--- src/rtl/pip_pkg.sv ---
// ----------------------------------------------------------------------------
// pip_pkg
// Shared constants and codes for the point-in-polygon test block.
// ----------------------------------------------------------------------------
`default_nettype none

package pip_pkg;

  // Default sizing
  localparam int unsigned DefMaxVertices = 256;
  localparam int unsigned DefCoordBits   = 16;

  // Fixed stream field widths
  localparam int unsigned CoordFieldW = 16;
  localparam int unsigned KindW       = 2;
  localparam int unsigned InTdataW    = 2 * CoordFieldW;
  localparam int unsigned OutTdataW   = 8;

  // Request kinds; code 3 carries no meaning and answers with zeros
  typedef enum logic [KindW-1:0] {
    KIND_CLEAR  = 2'd0,
    KIND_APPEND = 2'd1,
    KIND_QUERY  = 2'd2
  } kind_e;

endpackage

`default_nettype wire

--- src/rtl/pip_edge_pipe.sv ---
// ----------------------------------------------------------------------------
// pip_edge_pipe
// Three-stage edge crossing test: order the edge by y and form differences,
// multiply across, then compare and fold the hit into a parity bit.
// ----------------------------------------------------------------------------
`default_nettype none

module pip_edge_pipe #(
  parameter int unsigned CoordBits = pip_pkg::DefCoordBits
) (
  input  wire logic                     clk_i,
  input  wire logic                     rst_ni,
  input  wire logic                     clr_i,     // start of a new query
  input  wire logic                     vld_i,     // one edge this cycle
  input  wire logic [2*CoordBits-1:0]   a_i,       // {y, x} of first vertex
  input  wire logic [2*CoordBits-1:0]   b_i,       // {y, x} of second vertex
  input  wire logic [CoordBits-1:0]     qx_i,
  input  wire logic [CoordBits-1:0]     qy_i,
  output logic                          busy_o,
  output logic                          parity_o
);

  localparam int unsigned DW = CoordBits + 1;
  localparam int unsigned PW = 2 * DW;

  logic signed [CoordBits-1:0] ax, ay, bx, by;
  logic signed [CoordBits-1:0] lo_x, lo_y, hi_x, hi_y, qx, qy, x_max;
  logic                        hit_d;

  logic                 e_vld_q, e_hit_q;
  logic signed [DW-1:0] e_d1_q, e_d2_q, e_d3_q, e_d4_q;
  logic signed [DW-1:0] e_d1_d, e_d2_d, e_d3_d, e_d4_d;

  logic                 m_vld_q, m_hit_q;
  logic signed [PW-1:0] m_p1_q, m_p2_q, m_p1_d, m_p2_d;

  logic parity_q;

  assign ax = signed'(a_i[CoordBits-1:0]);
  assign ay = signed'(a_i[2*CoordBits-1:CoordBits]);
  assign bx = signed'(b_i[CoordBits-1:0]);
  assign by = signed'(b_i[2*CoordBits-1:CoordBits]);
  assign qx = signed'(qx_i);
  assign qy = signed'(qy_i);

  always_comb begin
    if (ay > by) begin
      lo_x = bx; lo_y = by; hi_x = ax; hi_y = ay;
    end else begin
      lo_x = ax; lo_y = ay; hi_x = bx; hi_y = by;
    end
    x_max = (ax > bx) ? ax : bx;
    // half-open y span also rules out horizontal edges
    hit_d = (qy > lo_y) && (qy <= hi_y) && (qx <= x_max);
    e_d1_d = DW'(qx)   - DW'(lo_x);
    e_d2_d = DW'(hi_y) - DW'(lo_y);
    e_d3_d = DW'(qy)   - DW'(lo_y);
    e_d4_d = DW'(hi_x) - DW'(lo_x);
  end

  // x <= lo_x + d3*d4/d2 with d2 > 0, cross-multiplied
  assign m_p1_d = e_d1_q * e_d2_q;
  assign m_p2_d = e_d3_q * e_d4_q;

  always_ff @(posedge clk_i or negedge rst_ni) begin
    if (!rst_ni) begin
      e_vld_q  <= 1'b0;
      m_vld_q  <= 1'b0;
      parity_q <= 1'b0;
    end else begin
      e_vld_q <= vld_i;
      m_vld_q <= e_vld_q;
      if (clr_i) begin
        parity_q <= 1'b0;
      end else if (m_vld_q && m_hit_q && (m_p1_q <= m_p2_q)) begin
        parity_q <= ~parity_q;
      end
    end
  end

  always_ff @(posedge clk_i) begin
    e_hit_q <= hit_d;
    e_d1_q  <= e_d1_d;
    e_d2_q  <= e_d2_d;
    e_d3_q  <= e_d3_d;
    e_d4_q  <= e_d4_d;
    m_hit_q <= e_hit_q;
    m_p1_q  <= m_p1_d;
    m_p2_q  <= m_p2_d;
  end

  assign busy_o   = e_vld_q | m_vld_q;
  assign parity_o = parity_q;

endmodule

`default_nettype wire

--- config.mk ---
export PLATFORM = sky130hd
export DESIGN_NAME = pip_edge_pipe
export DESIGN_NICKNAME = d
export VERILOG_FILES = /design/src/rtl/pip_pkg.sv /design/src/rtl/pip_edge_pipe.sv
export SDC_FILE = /design/constraint.sdc
export NUM_CORES = 2
export LEC_CHECK = 0
export BUFFER_PORTS_ARGS = -buffer_cell sky130_fd_sc_hd__clkbuf_2
export CAP_MARGIN = 20
export CORE_MARGIN = 2
export CORE_UTILIZATION = 50
export DETAILED_ROUTE_END_ITERATION = 8
export GPL_TIMING_DRIVEN = 0
export PLACE_DENSITY = 0.66
export SYNTH_ARGS = -nofsm -noshare
export SYNTH_HDL_FRONTEND = slang
export SYNTH_SLANG_ARGS = --single-unit
--- constraint.sdc ---
create_clock -name clk_i -period 8.9 [get_ports clk_i]
set_input_delay 1.335 -clock clk_i [delete_from_list [all_inputs] [get_ports clk_i]]
set_output_delay 1.335 -clock clk_i [all_outputs]
set_load 0.02 [all_outputs]
# Yosys cells after proc, flatten, opt, wreduce, memory -nomap -nowiden
# Index checks and enable logic that the tools add are counted.
[word_totals] output_inout_bits=2 input_bits=100 regBits=141 wordCells=37
[op_classes] mux=7 multipliers=2 order_cmp=6 n_reduce_logical=5 addsub=4 bitwise_logic=2
[op_table] cell="16-bit two-way mux" count=5
[op_table] cell="17-bit by 17-bit multiplier with 34-bit output" count=2
[op_table] cell="16-bit by 16-bit subtractor with 17-bit output" count=4
[op_table] cell="16-bit greater-than comparator" count=3
[op_table] cell="34-bit less-or-equal comparator" count=1
[op_table] cell="16-bit less-or-equal comparator" count=2
[op_table] cell="1-bit logical AND" count=4
[op_table] cell="1-bit two-way mux" count=2
[op_table] cell="2-bit nonzero test" count=1
[op_table] cell="1-bit inverter" count=1
[op_table] cell="1-bit OR" count=1

# Logic depth before layout (Yosys ltp)
[depth] depth_word=5 ltp_mapped=27 mapped_depth_nobuf=25

# Least setup slack after synthesis
# No wires, ideal clock.
[synth_timing] path_type="flip-flop to flip-flop" start="register e_d2_q[8]" end="register m_p1_q[33]" n_path_buf=2 setup_time_ps=72 path_stages_with_launch=25 period_less_slack_ps=6737 required_time_ps=8828 path_slack_ps=2163 arrival_time_ps=6664 path_cell_list="dfxtp_1 > clkbuf_1 > clkbuf_1 > nand2_1 > fa_1 > inv_1 > fa_1 > fa_1 > fa_1 > fa_1 > inv_1 > fa_1 > inv_1 > ha_1 > a21o_1 > a21o_1 > a21oi_1 > nand2_1 > o211a_1 > o41a_1 > a41o_1 > or4b_1 > a31o_1 > a21oi_1 > xnor2_1"
[synth_via] elab_chain_len=1
[synth_rtl] item="start: declaration" line_no="pip_edge_pipe.sv:31" text="logic signed [DW-1:0] e_d1_q, e_d2_q, e_d3_q, e_d4_q;"
[synth_rtl] item="start signal: assignment" line_no="pip_edge_pipe.sv:84" text="e_d2_q <= e_d2_d;"
[synth_rtl] item="17-bit by 17-bit multiplier with 34-bit output" line_no="pip_edge_pipe.sv:62" text="assign m_p1_d = e_d1_q * e_d2_q;"
[synth_rtl] item="via m_p1_d[33]" line_no="pip_edge_pipe.sv:35" text="logic signed [PW-1:0] m_p1_q, m_p2_q, m_p1_d, m_p2_d;"
[synth_rtl] item="end signal: assignment" line_no="pip_edge_pipe.sv:88" text="m_p1_q <= m_p1_d;"
[synth_rtl] item="end: declaration" line_no="pip_edge_pipe.sv:35"
# The timed path passes the listed nets, and every way through them passes these cells.
# A chain may end at the register's enable or synchronous reset.

# Final worst setup path
[layout_timing] start="input port b_i[25]" end="register e_d1_q[16]"
[layout_via] elab_chain_len=3
[layout_rtl] item="start: declaration" line_no="pip_edge_pipe.sv:16" text="input wire logic [2*CoordBits-1:0] b_i,"
[layout_rtl] item="16-bit greater-than comparator" line_no="pip_edge_pipe.sv:47" text="if (ay > by) begin"
[layout_rtl] item="16-bit two-way mux" line_no="pip_edge_pipe.sv:47"
[layout_rtl] item="16-bit by 16-bit subtractor with 17-bit output" line_no="pip_edge_pipe.sv:55" text="e_d1_d = DW'(qx) - DW'(lo_x);"
[layout_rtl] item="via e_d1_d[16]" line_no="pip_edge_pipe.sv:32" text="logic signed [DW-1:0] e_d1_d, e_d2_d, e_d3_d, e_d4_d;"
[layout_rtl] item="end signal: assignment" line_no="pip_edge_pipe.sv:83" text="e_d1_q <= e_d1_d;"
[layout_rtl] item="end: declaration" line_no="pip_edge_pipe.sv:31"
# The timed path passes the listed nets, and every way through them passes these cells.

==> results_tabular.tex <==
\begin{tabular}{lr}
\hline
Metric & Value \\
\hline
\multicolumn{2}{l}{\textbf{Critical path}} \\
CP max stage cell & o41ai\_1 \\
CP arrival & 8480 ps \\
Critical Path RT & between 9000 and 10000 ps \\
Maximum single-stage delay on the critical path & between 600 and 700 ps \\
Startpoint class of the critical path & input pin \\
Kind of end point of the critical path & flop \\
Max Fanout on Critical Path & 10 \\
Worst setup path class & in -> reg \\
\multicolumn{2}{l}{\textbf{Place}} \\
Dpl ws & between 600 and 700 ps \\
Cell count after placement & 4251 \\
DPL Wire Length & roughly 71000 microns \\
Routability-driven placement congestion ratio & roughly 0.98 \\
Port Buf Inserts & roughly 100 \\
\multicolumn{2}{l}{\textbf{Timing}} \\
Final-report hold violation count & 0 \\
Sum of negative setup slack & 0 ps \\
Minimum clock period & 8098 ps \\
Unrepaired setup endpoints after global routing & no \\
Worst max-slew margin expressed relative to the limit & 0.3894 \\
Setup WS post-layout & about 800 ps \\
Worst clock skew & 14.07 ps \\
Number of max-slew violations in the final report & 0 \\
Peak Freq & approximately 120 MHz \\
Final period utilization & 0.9098 \\
Worst slew pin tran & around 900 ps \\
Setup violations, final & 0 \\
Final Hold Slack & around 330 ps \\
\multicolumn{2}{l}{\textbf{Detailed routing}} \\
DRC marker count from the first detailed-route iteration & 1563 \\
Post-DR wirelength/cell & between 15 and 20 microns \\
Total Routed Length & 82110 microns \\
Routed vias/inst & 5.353 \\
Residual antenna-violating net count after detailed routing & 0 \\
Total number of vias & 22940 \\
Count of unresolved DRC violations after routing & 0 \\
Number of optimization iterations in the first detailed-route pass & 5 \\
\multicolumn{2}{l}{\textbf{Logic synthesis}} \\
Mux cell area share after synthesis & 0.01719 \\
Sequential element share of the synthesized area & 0.09303 \\
Simple-gate share of the synthesized area & 0.1544 \\
Dominant register cell in the synthesized netlist & dfxtp\_1 \\
Adder-cell share of the synthesized area & 0.5142 \\
Area fraction in compound gates after synthesis & 0.08536 \\
Cell count after synthesis & $\sim$3400 \\
Count of different cell masters after synthesis & between 70 and 80 \\
Post-synth EDFFs & 0 \\
Synth Warn \# & 0 \\
Post-Synthesis Net Count & roughly 4400 \\
Synth Area per Inst & between 9 and 10 sq um \\
Number of storage elements in the synthesis netlist & around 140 \\
Area share of xor/xnor cells in the synthesized design & 0.03273 \\
Proportion of synthesized flip-flops having asynchronous set or reset & 0.02128 \\
Main combinational cell family by area after synthesis & adder cells \\
Total standard cell area after synthesis & 30500 sq um \\
\multicolumn{2}{l}{\textbf{Clock tree}} \\
H-Tree Depth & 4 \\
Cell at the root of the clock tree & clkbuf\_16 \\
Hold Buf Count CTS & 0 \\
Post-cts repair resize count & 0 \\
Number of clock sinks seen by CTS & about 140 \\
Clock network latency to the later pin of the worst-skew pair & roughly 450 ps \\
Clock Tree Buf Depth & 2 \\
TritonCTS clock tree & done \\
Buffers inserted by post-CTS timing repair & 0 \\
Cts bufs inserted & 17 \\
Clock transition at the register clock pins on the worst setup and hold paths after CTS & around 60 ps \\
\multicolumn{2}{l}{\textbf{Floorplanning}} \\
Top-level I/O count & between 100 and 150 \\
Number of core rows & 90 \\
Initial core utilization & 0.5053 \\
Die Outline Area & approximately 63000 sq um \\
Die span in x & roughly 250 microns \\
Die height & roughly 250 microns \\
Floorplan core area & 60360 sq um \\
\multicolumn{2}{l}{\textbf{Flow run}} \\
Max-cap violations & 0 \\
\multicolumn{2}{l}{\textbf{Status}} \\
Status & complete, no violations \\
\multicolumn{2}{l}{\textbf{Finish}} \\
Final non-filler cell total & about 4300 \\
Area growth from synthesis to final layout & 6.957\% \\
Net total in the final layout & 4486 \\
Share of post-route cells with drive strength above 1 & 0.04597 \\
\multicolumn{2}{l}{\textbf{Global route}} \\
Overall Global Routing Usage & 0.2725 \\
Pin count of the biggest net entering global routing & 17 \\
Remaining global-route overflow & 0 \\
Vias in the first global route & 23710 \\
Number of antenna violations at the first check in global routing & 17 \\
Global-route wire length before repair & about 130000 microns \\
\multicolumn{2}{l}{\textbf{Hold path}} \\
Worst min path class & reg -> reg \\
\hline
\end{tabular}
-- area by class of cell --
cell class	instances	area (sq um)
antenna	2	5.005
fill	5706	27730
tap	782	978.4
multi-input combinational	2389	24520
sequential	141	2838
clock inverter	15	192.7
inverter	741	2781
clock buffer	17	425.4
timing repair buffer	104	520.5
buffer	95	365.4
-- cell usage after synthesis, drive strengths merged, types with 28 or more instances --
master  instances  area share
inv           741       0.091
fa            594        0.39
nand2         318       0.039
ha            303        0.12
and2          297       0.061
dfxtp         138       0.091
nor2          128       0.016
a21oi          97       0.016
xnor2          88       0.025
clkbuf         80      0.0098
o21ai          74       0.013
a21o           52       0.013
mux2i          49       0.016
nand2b         36      0.0074
nor2b          32      0.0066
nor3           31      0.0051
nand3          28      0.0046
-- sequential cells by signal (all words and copies together) (netlist names) --
name	count
e_hit_q	1
e_vld_q	1
parity_o	1
m_hit_q	1
m_p2_q	34
m_p1_q	34
e_d3_q	17
e_d1_q	17
e_d2_q	17
e_d4_q	17
m_vld_q	1
-- cells in the final DEF (no fill, tap or decap), types with 6 or more instances in the layout --
cell,count
a211oi_1,14
nor4_1,8
fa_1,594
a31oi_1,14
clkbuf_2,101
buf_1,8
dfxtp_1,138
nand4_1,21
nand3_1,28
a21oi_1,96
and2_1,296
nor2b_1,32
clkbuf_16,17
nor2_1,128
o21ai_0,70
ha_1,303
inv_1,741
o211ai_1,10
or3_1,8
a21boi_0,14
xor2_1,26
xnor2_1,88
nor3_1,31
o22ai_1,9
buf_2,10
o21bai_1,15
o21a_1,22
mux2i_1,49
and3_1,12
nand2_1,318
nand2b_1,36
o31ai_1,6
clkbuf_1,80
a21o_1,52
-- per-stage QoR --
step           area [sq um]  utilization
2_1_floorplan         30500            -
3_3_place_gp          31990       0.5299
3_5_place_dp          32000       0.5301
4_1_cts               32610       0.5403
5_1_grt               32620       0.5404
6_report              32620       0.5405
-- critical path, delay by kind of cell --
family | cells | cell delay, ps
AOI/OAI and AO/OA | 12 | 3100
buffers and inverters | 7 | 1880
adders and majority gates | 3 | 1070
muxes | 1 | 190
and+or+nand+nor | 4 | 900
-- worst paths after layout --
kind / from / endpoint / depth (start not counted) / slack, ps
setup / recovery: b_i[25] / e_d1_q[16]$_DFF_P_ / 27 / 800
hold / removal: e_hit_q$_DFF_P_ / m_hit_q$_DFF_P_ / 0 / 330
setup reg to reg: e_d2_q[9]$_DFF_P_ / m_p1_q[33]$_DFF_P_ / 24 / 820
hold reg to reg: e_hit_q$_DFF_P_ / m_hit_q$_DFF_P_ / 0 / 330
max in group asynchronous: rst_ni / e_vld_q$_DFF_PN0_ / 1 / 8120
min in group asynchronous: rst_ni / m_vld_q$_DFF_PN0_ / 1 / 670
-- logic make-up after synthesis --
logic type	Yosys count
flops	141
mux	52
simple gates	938
fa+ha+maj	897
compound gates	388
buf+inv	836
xor+xnor	114
-- per-layer routing --
metal  routed length, microns  track usage
met1                    36690       0.3861
met2                    35880       0.4224
met3                     7102      0.06523
met4                     2315      0.06803
met5                      112            0
Power is not shown: default switching activity piles up to over one toggle a cycle in this logic, so the estimate is an artifact.
